### src/rtl/ccv_pkg.sv
`timescale 1ns / 1ps
// Package for the calibrated count-to-voltage block.
// Shared widths, reset values, register indexes, mode codes and state types.
// No dependencies.
package ccv_pkg;

   localparam int NUM_CHANNELS_DEF = 32;
   localparam int COUNT_BITS_DEF   = 17;

   localparam int CHANNEL_W = 5;
   localparam int MODE_W    = 2;
   localparam int SCALE_W   = 16;
   localparam int CSR_IDX_W = 2;

   localparam int DEF_LOW_RESET    = 9817;
   localparam int DEF_HIGH_RESET   = 73181;
   localparam int FULL_SCALE_RESET = 3000;

   localparam logic [CSR_IDX_W-1:0] REG_DEFAULT_LOW  = 2'd0;
   localparam logic [CSR_IDX_W-1:0] REG_DEFAULT_HIGH = 2'd1;
   localparam logic [CSR_IDX_W-1:0] REG_FULL_SCALE   = 2'd2;

   typedef enum logic [MODE_W-1:0] {
      MODE_CONVERT  = 2'd0,
      MODE_CAL_LOW  = 2'd1,
      MODE_CAL_HIGH = 2'd2
   } mode_type;

   typedef enum logic [2:0] {
      ST_IDLE,
      ST_READ,
      ST_CHECK,
      ST_WRITE,
      ST_PREP,
      ST_SCALE,
      ST_RESP
   } top_state_type;

   typedef enum logic [2:0] {
      SC_IDLE,
      SC_MUL,
      SC_LOAD,
      SC_DIV,
      SC_DONE
   } scaler_state_type;

   typedef struct packed {
      logic rd_en;
      logic wr_en;
      logic valid_bit;
   } store_ctl_type;

endpackage

### src/rtl/calibrated_count_to_voltage_top.sv
`timescale 1ns / 1ps
// Calibrated count-to-voltage top: sequencer, config registers, store and scaler.
// Convert word: READ, PREP, SCALE (scaler multiply, then serial divide), then RESP.
// Calibrate word: READ, CHECK, WRITE, then RESP; a channel beyond the store goes
// from READ straight to RESP. One word at a time; req_ready returns the cycle
// after the result word is taken.
// Synchronous reset restores default counts and full scale and clears all calibration.
module calibrated_count_to_voltage_top import ccv_pkg::*; #(
   parameter int NUM_CHANNELS = NUM_CHANNELS_DEF,
   parameter int COUNT_BITS   = COUNT_BITS_DEF
) (
   input  logic                  clock,
   input  logic                  reset,
   input  logic                  req_valid,
   output logic                  req_ready,
   input  logic [MODE_W-1:0]     req_mode,
   input  logic [CHANNEL_W-1:0]  req_channel,
   input  logic [COUNT_BITS-1:0] req_raw_count,
   output logic                  rsp_valid,
   input  logic                  rsp_ready,
   output logic [SCALE_W-1:0]    rsp_reading,
   output logic [COUNT_BITS-1:0] rsp_stored_low,
   output logic [COUNT_BITS-1:0] rsp_stored_high,
   output logic                  rsp_channel_valid,
   output logic                  rsp_point_accepted,
   input  logic                  csr_wr_en,
   input  logic [CSR_IDX_W-1:0]  csr_index,
   input  logic [((COUNT_BITS > SCALE_W) ? COUNT_BITS : SCALE_W)-1:0] csr_wdata
);

   localparam int IDX_W = (NUM_CHANNELS > 1) ? $clog2(NUM_CHANNELS) : 1;
   localparam int NEAR_W = COUNT_BITS + 3;

   function automatic logic near_default(input logic [COUNT_BITS-1:0] cnt,
                                         input logic [COUNT_BITS-1:0] dflt);
      logic [COUNT_BITS-1:0] diff;
      logic [NEAR_W-1:0]     diff5;
      diff  = (cnt >= dflt) ? (cnt - dflt) : (dflt - cnt);
      diff5 = NEAR_W'({diff, 2'b00}) + NEAR_W'(diff);
      return diff5 < NEAR_W'(dflt);
   endfunction

   top_state_type          state_ff, state_in;
   logic [MODE_W-1:0]      mode_ff, mode_in;
   logic [CHANNEL_W-1:0]   chan_ff, chan_in;
   logic [COUNT_BITS-1:0]  count_ff, count_in;
   logic [COUNT_BITS-1:0]  lo_ff, lo_in;
   logic [COUNT_BITS-1:0]  hi_ff, hi_in;
   logic                   cv_ff, cv_in;
   logic                   acc_ff, acc_in;
   logic [SCALE_W-1:0]     reading_ff, reading_in;

   logic [COUNT_BITS-1:0]  dlow_ff;
   logic [COUNT_BITS-1:0]  dhigh_ff;
   logic [SCALE_W-1:0]     fscale_ff;

   store_ctl_type          st_ctl;
   logic [COUNT_BITS-1:0]  st_rd_low;
   logic [COUNT_BITS-1:0]  st_rd_high;
   logic                   st_rd_valid;

   logic                   in_range;
   logic                   pt_ok;
   logic [COUNT_BITS-1:0]  sel_low;
   logic [COUNT_BITS-1:0]  sel_high;
   logic [COUNT_BITS-1:0]  clamped;
   logic                   span_empty;
   logic [COUNT_BITS-1:0]  prep_num;
   logic [COUNT_BITS-1:0]  prep_den;

   logic                   sc_start;
   logic                   sc_done;
   logic [SCALE_W-1:0]     sc_result;

   always_ff @(posedge clock) begin
      if (reset) begin
         dlow_ff   <= COUNT_BITS'(DEF_LOW_RESET);
         dhigh_ff  <= COUNT_BITS'(DEF_HIGH_RESET);
         fscale_ff <= SCALE_W'(FULL_SCALE_RESET);
      end else if (csr_wr_en) begin
         unique case (csr_index)
            REG_DEFAULT_LOW:  dlow_ff   <= csr_wdata[COUNT_BITS-1:0];
            REG_DEFAULT_HIGH: dhigh_ff  <= csr_wdata[COUNT_BITS-1:0];
            REG_FULL_SCALE:   fscale_ff <= csr_wdata[SCALE_W-1:0];
            default: begin
            end
         endcase
      end
   end

   ccv_cal_store #(
      .NUM_CHANNELS (NUM_CHANNELS),
      .COUNT_BITS   (COUNT_BITS),
      .IDX_W        (IDX_W)
   ) u_store (
      .clock    (clock),
      .reset    (reset),
      .ctl      (st_ctl),
      .rd_idx   (IDX_W'(req_channel)),
      .wr_idx   (IDX_W'(chan_ff)),
      .wr_low   (lo_ff),
      .wr_high  (hi_ff),
      .rd_low   (st_rd_low),
      .rd_high  (st_rd_high),
      .rd_valid (st_rd_valid)
   );

   ccv_scaler #(
      .COUNT_BITS (COUNT_BITS)
   ) u_scaler (
      .clock  (clock),
      .reset  (reset),
      .start  (sc_start),
      .num    (prep_num),
      .den    (prep_den),
      .empty  (span_empty),
      .scale  (fscale_ff),
      .done   (sc_done),
      .result (sc_result)
   );

   assign in_range = (32'(chan_ff) < 32'(NUM_CHANNELS));
   assign pt_ok    = near_default(count_ff, (mode_ff == MODE_CAL_LOW) ? dlow_ff : dhigh_ff);

   // cv_ff is already forced low for channels beyond the store
   assign sel_low    = cv_ff ? lo_ff : dlow_ff;
   assign sel_high   = cv_ff ? hi_ff : dhigh_ff;
   assign span_empty = (sel_high <= sel_low);
   assign clamped    = (count_ff < sel_low)  ? sel_low  :
                       (count_ff > sel_high) ? sel_high : count_ff;
   assign prep_num   = clamped - sel_low;
   assign prep_den   = sel_high - sel_low;

   always_ff @(posedge clock) begin
      if (reset) begin
         state_ff <= ST_IDLE;
      end else begin
         state_ff <= state_in;
      end
   end

   always_ff @(posedge clock) begin
      mode_ff    <= mode_in;
      chan_ff    <= chan_in;
      count_ff   <= count_in;
      lo_ff      <= lo_in;
      hi_ff      <= hi_in;
      cv_ff      <= cv_in;
      acc_ff     <= acc_in;
      reading_ff <= reading_in;
   end

   always_comb begin
      state_in   = state_ff;
      mode_in    = mode_ff;
      chan_in    = chan_ff;
      count_in   = count_ff;
      lo_in      = lo_ff;
      hi_in      = hi_ff;
      cv_in      = cv_ff;
      acc_in     = acc_ff;
      reading_in = reading_ff;
      st_ctl     = '0;
      sc_start   = 1'b0;
      req_ready  = 1'b0;
      rsp_valid  = 1'b0;
      unique case (state_ff)
         ST_IDLE: begin
            req_ready = 1'b1;
            if (req_valid) begin
               mode_in      = req_mode;
               chan_in      = req_channel;
               count_in     = req_raw_count;
               reading_in   = '0;
               acc_in       = 1'b0;
               st_ctl.rd_en = 1'b1;
               state_in     = ST_READ;
            end
         end
         ST_READ: begin
            lo_in = in_range ? st_rd_low  : '0;
            hi_in = in_range ? st_rd_high : '0;
            cv_in = in_range && st_rd_valid;
            if (mode_ff == MODE_CONVERT) begin
               state_in = ST_PREP;
            end else if (in_range) begin
               state_in = ST_CHECK;
            end else begin
               state_in = ST_RESP;
            end
         end
         ST_CHECK: begin
            if (mode_ff == MODE_CAL_LOW && pt_ok) begin
               lo_in  = count_ff;
               acc_in = 1'b1;
            end else if (mode_ff == MODE_CAL_HIGH && pt_ok) begin
               hi_in  = count_ff;
               acc_in = 1'b1;
            end
            state_in = ST_WRITE;
         end
         ST_WRITE: begin
            cv_in            = near_default(lo_ff, dlow_ff) && near_default(hi_ff, dhigh_ff);
            st_ctl.wr_en     = 1'b1;
            st_ctl.valid_bit = cv_in;
            state_in         = ST_RESP;
         end
         ST_PREP: begin
            sc_start = 1'b1;
            state_in = ST_SCALE;
         end
         ST_SCALE: begin
            if (sc_done) begin
               reading_in = sc_result;
               state_in   = ST_RESP;
            end
         end
         ST_RESP: begin
            rsp_valid = 1'b1;
            if (rsp_ready) begin
               state_in = ST_IDLE;
            end
         end
         default: begin
            state_in = ST_IDLE;
         end
      endcase
   end

   assign rsp_reading        = reading_ff;
   assign rsp_stored_low     = lo_ff;
   assign rsp_stored_high    = hi_ff;
   assign rsp_channel_valid  = cv_ff;
   assign rsp_point_accepted = acc_ff;

endmodule

### src/rtl/ccv_cal_store.sv
`timescale 1ns / 1ps
// Per-channel calibration store: low/high count memory with written and valid flags.
// Depends on ccv_pkg.
module ccv_cal_store import ccv_pkg::*; #(
   parameter int NUM_CHANNELS = NUM_CHANNELS_DEF,
   parameter int COUNT_BITS   = COUNT_BITS_DEF,
   parameter int IDX_W        = (NUM_CHANNELS > 1) ? $clog2(NUM_CHANNELS) : 1
) (
   input  logic                  clock,
   input  logic                  reset,
   input  store_ctl_type         ctl,
   input  logic [IDX_W-1:0]      rd_idx,
   input  logic [IDX_W-1:0]      wr_idx,
   input  logic [COUNT_BITS-1:0] wr_low,
   input  logic [COUNT_BITS-1:0] wr_high,
   output logic [COUNT_BITS-1:0] rd_low,
   output logic [COUNT_BITS-1:0] rd_high,
   output logic                  rd_valid
);

   logic [2*COUNT_BITS-1:0] cal_mem_ff [NUM_CHANNELS];
   logic [2*COUNT_BITS-1:0] rd_word_ff;
   logic [NUM_CHANNELS-1:0] written_ff;
   logic [NUM_CHANNELS-1:0] valid_ff;
   logic                    rd_written_ff;
   logic                    rd_valid_ff;

   always_ff @(posedge clock) begin
      if (ctl.wr_en) begin
         cal_mem_ff[wr_idx] <= {wr_high, wr_low};
      end
      if (ctl.rd_en) begin
         rd_word_ff <= cal_mem_ff[rd_idx];
      end
   end

   always_ff @(posedge clock) begin
      if (reset) begin
         written_ff    <= '0;
         valid_ff      <= '0;
         rd_written_ff <= 1'b0;
         rd_valid_ff   <= 1'b0;
      end else begin
         if (ctl.wr_en) begin
            written_ff[wr_idx] <= 1'b1;
            valid_ff[wr_idx]   <= ctl.valid_bit;
         end
         if (ctl.rd_en) begin
            rd_written_ff <= written_ff[rd_idx];
            rd_valid_ff   <= valid_ff[rd_idx];
         end
      end
   end

   // unwritten entries read as the cleared value
   assign rd_low   = rd_written_ff ? rd_word_ff[COUNT_BITS-1:0] : '0;
   assign rd_high  = rd_written_ff ? rd_word_ff[2*COUNT_BITS-1:COUNT_BITS] : '0;
   assign rd_valid = rd_valid_ff;

endmodule

### src/rtl/ccv_scaler.sv
`timescale 1ns / 1ps
// Scaling unit: one multiply, then a restoring divide one quotient bit per cycle.
// Depends on ccv_pkg.
module ccv_scaler import ccv_pkg::*; #(
   parameter int COUNT_BITS = COUNT_BITS_DEF
) (
   input  logic                  clock,
   input  logic                  reset,
   input  logic                  start,
   input  logic [COUNT_BITS-1:0] num,
   input  logic [COUNT_BITS-1:0] den,
   input  logic                  empty,
   input  logic [SCALE_W-1:0]    scale,
   output logic                  done,
   output logic [SCALE_W-1:0]    result
);

   localparam int PROD_W = COUNT_BITS + SCALE_W;
   localparam int STEP_W = $clog2(SCALE_W);
   localparam logic [STEP_W-1:0] STEP_LAST = STEP_W'(SCALE_W - 1);

   scaler_state_type        state_ff, state_in;
   logic [COUNT_BITS-1:0]   num_ff, num_in;
   logic [COUNT_BITS-1:0]   den_ff, den_in;
   logic                    empty_ff, empty_in;
   logic [SCALE_W-1:0]      scale_ff, scale_in;
   logic [PROD_W-1:0]       prod_ff, prod_in;
   logic [COUNT_BITS-1:0]   rem_ff, rem_in;
   logic [SCALE_W-1:0]      quo_ff, quo_in;
   logic [STEP_W-1:0]       step_ff, step_in;

   logic [COUNT_BITS:0]     trial;
   logic [COUNT_BITS:0]     trial_diff;
   logic                    fits;

   // quotient < 2^16 since num <= den, so the top product bits start below den
   assign trial      = {rem_ff, quo_ff[SCALE_W-1]};
   assign trial_diff = trial - {1'b0, den_ff};
   assign fits       = (trial >= {1'b0, den_ff});

   always_ff @(posedge clock) begin
      if (reset) begin
         state_ff <= SC_IDLE;
      end else begin
         state_ff <= state_in;
      end
   end

   always_ff @(posedge clock) begin
      num_ff   <= num_in;
      den_ff   <= den_in;
      empty_ff <= empty_in;
      scale_ff <= scale_in;
      prod_ff  <= prod_in;
      rem_ff   <= rem_in;
      quo_ff   <= quo_in;
      step_ff  <= step_in;
   end

   always_comb begin
      state_in = state_ff;
      num_in   = num_ff;
      den_in   = den_ff;
      empty_in = empty_ff;
      scale_in = scale_ff;
      prod_in  = prod_ff;
      rem_in   = rem_ff;
      quo_in   = quo_ff;
      step_in  = step_ff;
      done     = 1'b0;
      unique case (state_ff)
         SC_IDLE: begin
            if (start) begin
               num_in   = num;
               den_in   = den;
               empty_in = empty;
               scale_in = scale;
               state_in = SC_MUL;
            end
         end
         SC_MUL: begin
            prod_in  = PROD_W'(num_ff) * PROD_W'(scale_ff);
            state_in = SC_LOAD;
         end
         SC_LOAD: begin
            rem_in   = prod_ff[PROD_W-1:SCALE_W];
            quo_in   = prod_ff[SCALE_W-1:0];
            step_in  = '0;
            state_in = SC_DIV;
         end
         SC_DIV: begin
            rem_in  = fits ? trial_diff[COUNT_BITS-1:0] : trial[COUNT_BITS-1:0];
            quo_in  = {quo_ff[SCALE_W-2:0], fits};
            step_in = step_ff + STEP_W'(1);
            if (step_ff == STEP_LAST) begin
               state_in = SC_DONE;
            end
         end
         SC_DONE: begin
            done     = 1'b1;
            state_in = SC_IDLE;
         end
         default: begin
            state_in = SC_IDLE;
         end
      endcase
   end

   assign result = empty_ff ? '0 : quo_ff;

endmodule

### config.mk
export PLATFORM = sky130hd
export DESIGN_NAME = calibrated_count_to_voltage_top
export DESIGN_NICKNAME = d
export VERILOG_FILES = /design/src/rtl/ccv_pkg.sv /design/src/rtl/calibrated_count_to_voltage_top.sv /design/src/rtl/ccv_cal_store.sv /design/src/rtl/ccv_scaler.sv
export SDC_FILE = /design/constraint.sdc
export NUM_CORES = 2
export LEC_CHECK = 0
export BUFFER_PORTS_ARGS = -buffer_cell sky130_fd_sc_hd__buf_2
export CORE_MARGIN = 2
export CORE_UTILIZATION = 45
export CTS_BUF_LIST = sky130_fd_sc_hd__clkbuf_4 sky130_fd_sc_hd__clkbuf_8 sky130_fd_sc_hd__clkbuf_16
export CTS_CLUSTER_SIZE = 16
export DETAILED_ROUTE_END_ITERATION = 8
export SLEW_MARGIN = 10
export SYNTH_ARGS = -nofsm -noshare
export SYNTH_HDL_FRONTEND = slang
export SYNTH_HIERARCHICAL = 1
export SYNTH_SLANG_ARGS = --single-unit
### constraint.sdc
create_clock -name clock -period 9.52 [get_ports clock]
set_clock_uncertainty 0.1 [all_clocks]
set_input_delay 1.428 -clock clock [delete_from_list [all_inputs] [get_ports clock]]
set_output_delay 1.428 -clock clock [all_outputs]
set_load 0.005 [all_outputs]
==> run_results.csv <==
group,metric,value,unit
synthesis,yosys_warnings,6,
synthesis,netlist_area,75200,sq um
floorplanning,initial_utilization,45.1,%
setup_path,end_kind,"register",
synthesis,synth.largest_area_cell,"edfxtp_1",
synthesis,synth-seq-cells,1441,
run_status,status,"completed",
clock_tree,cts_tree,"done",
layout,fillCellCount,14300,
synthesis,synthArstFlopShare,0,%
worst_hold_path,hold_path_class,"reg2reg",
setup_path,critPathRequiredTime,9.82,ns
place,gp_congestion,0.928,
sta,hold_viol,0,
synthesis,synth_top_family_by_area,"multiplexers",
synthesis,synthTopCellsByArea,"edfxtp_1, mux4_2, ha_1",
setup_path,path_class,"reg2reg",
layout,nets,6110,
clock_tree,clockBufferDepth,3,
sta,period_share,91.5,%
synthesis,synthAdderAreaFrac,12.2,%
detailed_routing,via_count,45700,
synthesis,synth-compound-area-share,6.93,%
layout,multi_input_area,30800,sq um
synthesis,syn-instance-count,5335,
setup_path,r2r_setup_slack,0.81,ns
synthesis,synth_area_per_cell,14.1,sq um
setup_path,cp_slowest_cell,"o31ai_4",
layout,area_delta_synth_final,10.9,%
layout,fin_area,83400,sq um
clock_tree,cts_setup_buffers,0,
detailed_routing,drt-wirelength-per-cell,27.1,um
floorplanning,die_h,413,um
clock_tree,h-tree-depth,4,
grt,grt.overflow.total,0,
sta,final.setup.worst_slack,0.814,ns
synthesis,synth_edf_count,1319,
detailed_routing,drt_wl_total,211,mm
sta,worst_slew_pin_slew,1.24,ns
place,placed_area,78500,sq um
floorplanning,row_count,150,
synthesis,synth_top_area_share,52.7,%
floorplanning,die_area,170000,sq um
floorplanning,die_x,413,um
detailed_routing,drc,0,
synthesis,synthMuxAreaShare,12.2,%
place,io_buffers,101,
place,dp_hpwl,137,mm
synthesis,synthTopCellsByCount,"edfxtp_1, nand2_1, inv_1",
detailed_routing,first_pass_iters,6,
sta,rsz0062_at_grt,"no",
power,power_per_cell_area,250,nW/um^2
sta,tns,0,ns
layout,drive_above_1_share,16.4,%
floorplanning,pin_count,102,
clock_tree,clk_latency,0.81,ns
synthesis,yosysUniqueCellTypes,104,
clock_tree,cts-buffers-inserted,150,
grt,antenna_found_initial,1,
setup_path,cp_max_fo,34,
sta,relSlewSlack,17.2,%
setup_path,cpPeakStageDelay,0.80,ns
synthesis,synth-xor-area-share,1.62,%
grt,grt_usage,24.8,%
floorplanning,coreArea,167000,sq um
grt,grt_pass1_wl,308,mm
layout,register_area,42100,sq um
power,p_leak,0.0309,uW
clock_tree,root_buffer,"clkbuf_16",
setup_path,cp-start-kind,"register",
clock_tree,cts.sinks,1441,
sta,max_freq,115,MHz
clock_tree,clk_pin_slew,0.06,ns
synthesis,synth_nets,5984,
synthesis,ys_seq_area_share,55.9,%
detailed_routing,final_antenna_net_count,0,
clock_tree,hold_buffers,0,
grt,grt_pass1_vias,45000,
setup_path,cp.arrival,9.01,ns
clock_tree,cts_resized,0,
sta,finalSetupViolations,0,
power,ir_worst_vdd,0.448,mV
grt,grt_max_degree,124,
synthesis,yosys.area_share.simple,7.53,%
detailed_routing,via_per_inst,5.88,
sta,slew_viol_final,0,
run,timing.max_cap.violations,0,
sta,fin_crit,8.71,ns
synthesis,yosysMostFrequentCell,"edfxtp_1",
synthesis,yosys_most_used_dff,"edfxtp_1",
place,pre_cts_slack,0.962,ns
detailed_routing,drt-initial-drc-count,4728,
## cell families (layout without fill, tap and decap cells)
family          after synthesis  in the layout
buf+inv                     659            895
mux                         487            487
fa+ha+maj                   602            602
xor+xnor                    139            139
simple gates               1193           1193
other cells                   0              3
flops                      1441           1441
compound gates              814            814
## report_power, final
| part | leakage, uW | switching, uW | internal, uW |
|---|---|---|---|
| sequential | 0.0129 | 136 | 7350 |
| combinational | 0.0156 | 4540 | 3060 |
| clock | 0.00237 | 2500 | 3250 |
| total | 0.0309 | 7170 | 13700 |
## placed cells by master, fill, tap and decap left out, types with 25 or more instances in the layout
cell and n:
nand2_1 451, dfxtp_1 122, o21ai_1 29, xnor2_1 88, ha_1 381, nand4_1 27, nor2_4 30, nor3_1 35
mux2i_1 90, a21o_1 87, mux4_2 340, clkbuf_4 34, clkinv_1 33, buf_4 101, nor2b_1 49, a211o_1 25
buf_2 96, mux2_2 54, edfxtp_1 1319, a211oi_1 43, inv_1 426, clkbuf_16 151, xor2_1 51, o21ai_0 157
o21a_1 35, fa_1 220, a21oi_1 256, nand2b_1 26, nor2_1 243, and2_1 190, nand3_1 38
## metrics by stage
stage / power, uW / utilization (%) / std cells / hold slack, ns
floorplan: 13200 / - / 5335 / 0.308
global placement: 15100 / 47.1 / 7513 / 0.313
detailed placement: 15100 / 47.1 / 7513 / 0.319
CTS: 20900 / 50.0 / 7775 / 0.332
global route: 22100 / 50.0 / 7775 / 0.340
finish: 20800 / 50.0 / 7778 / 0.332
## registers in the layout, indices dropped and copies added (netlist names), 17 cells and up
signal / cells
u_scaler/rem_ff: 17
u_scaler/prod_ff: 33
count_ff: 17
u_store/valid_ff: 32
u_scaler/den_ff: 17
rsp_stored_low: 17
u_scaler/num_ff: 17
u_store/cal_mem_ff: 1088
dlow_ff: 17
rsp_stored_high: 17
dhigh_ff: 17
u_store/rd_word_ff: 34
u_store/written_ff: 32
## area by class of cell
type,count,area share (%)
clock buffer,185,4.84
multi-input combinational,3235,36.9
antenna,3,0.00901
timing repair buffer,203,1.61
clock inverter,77,0.947
tap,2204,3.31
inverter,430,1.94
sequential,1441,50.4
## per-layer routing
metal	vias to the layer above	share of wire [%]	GRT usage, %
met5	-	0	0
li1	20000	-	-
met1	23800	44	35.9
met3	273	7.5	4.70
met4	0	2.7	7.16
met2	1679	46	38.2
## final timing paths
| path | startpoint | to | cells after the start |
|---|---|---|---|
| worst max-delay path | mode_ff[1]$_DFFE_PP_ | rsp_stored_low[13]$_DFFE_PP_ | 31 |
| worst min-delay path | fscale_ff[3]$_SDFFE_PP1P_ | u_scaler/scale_ff[3]$_DFFE_PP_ | 0 |
| worst max register to register | mode_ff[1]$_DFFE_PP_ | rsp_stored_low[13]$_DFFE_PP_ | 31 |
| worst min register to register | fscale_ff[3]$_SDFFE_PP1P_ | u_scaler/scale_ff[3]$_DFFE_PP_ | 0 |
## worst max-delay path, delay by kind of cell, from the launching register on
family / cells / cell delay [ns]
AOI/OAI and AO/OA: 15 / 4.35
and+or+nand+nor: 7 / 1.00
adders and majority gates: 3 / 0.97
buffers and inverters: 3 / 0.77
DFF: 1 / 0.43
muxes: 1 / 0.38
xor gates and xnor gates: 2 / 0.31
Power figures use the tool's default switching activity.
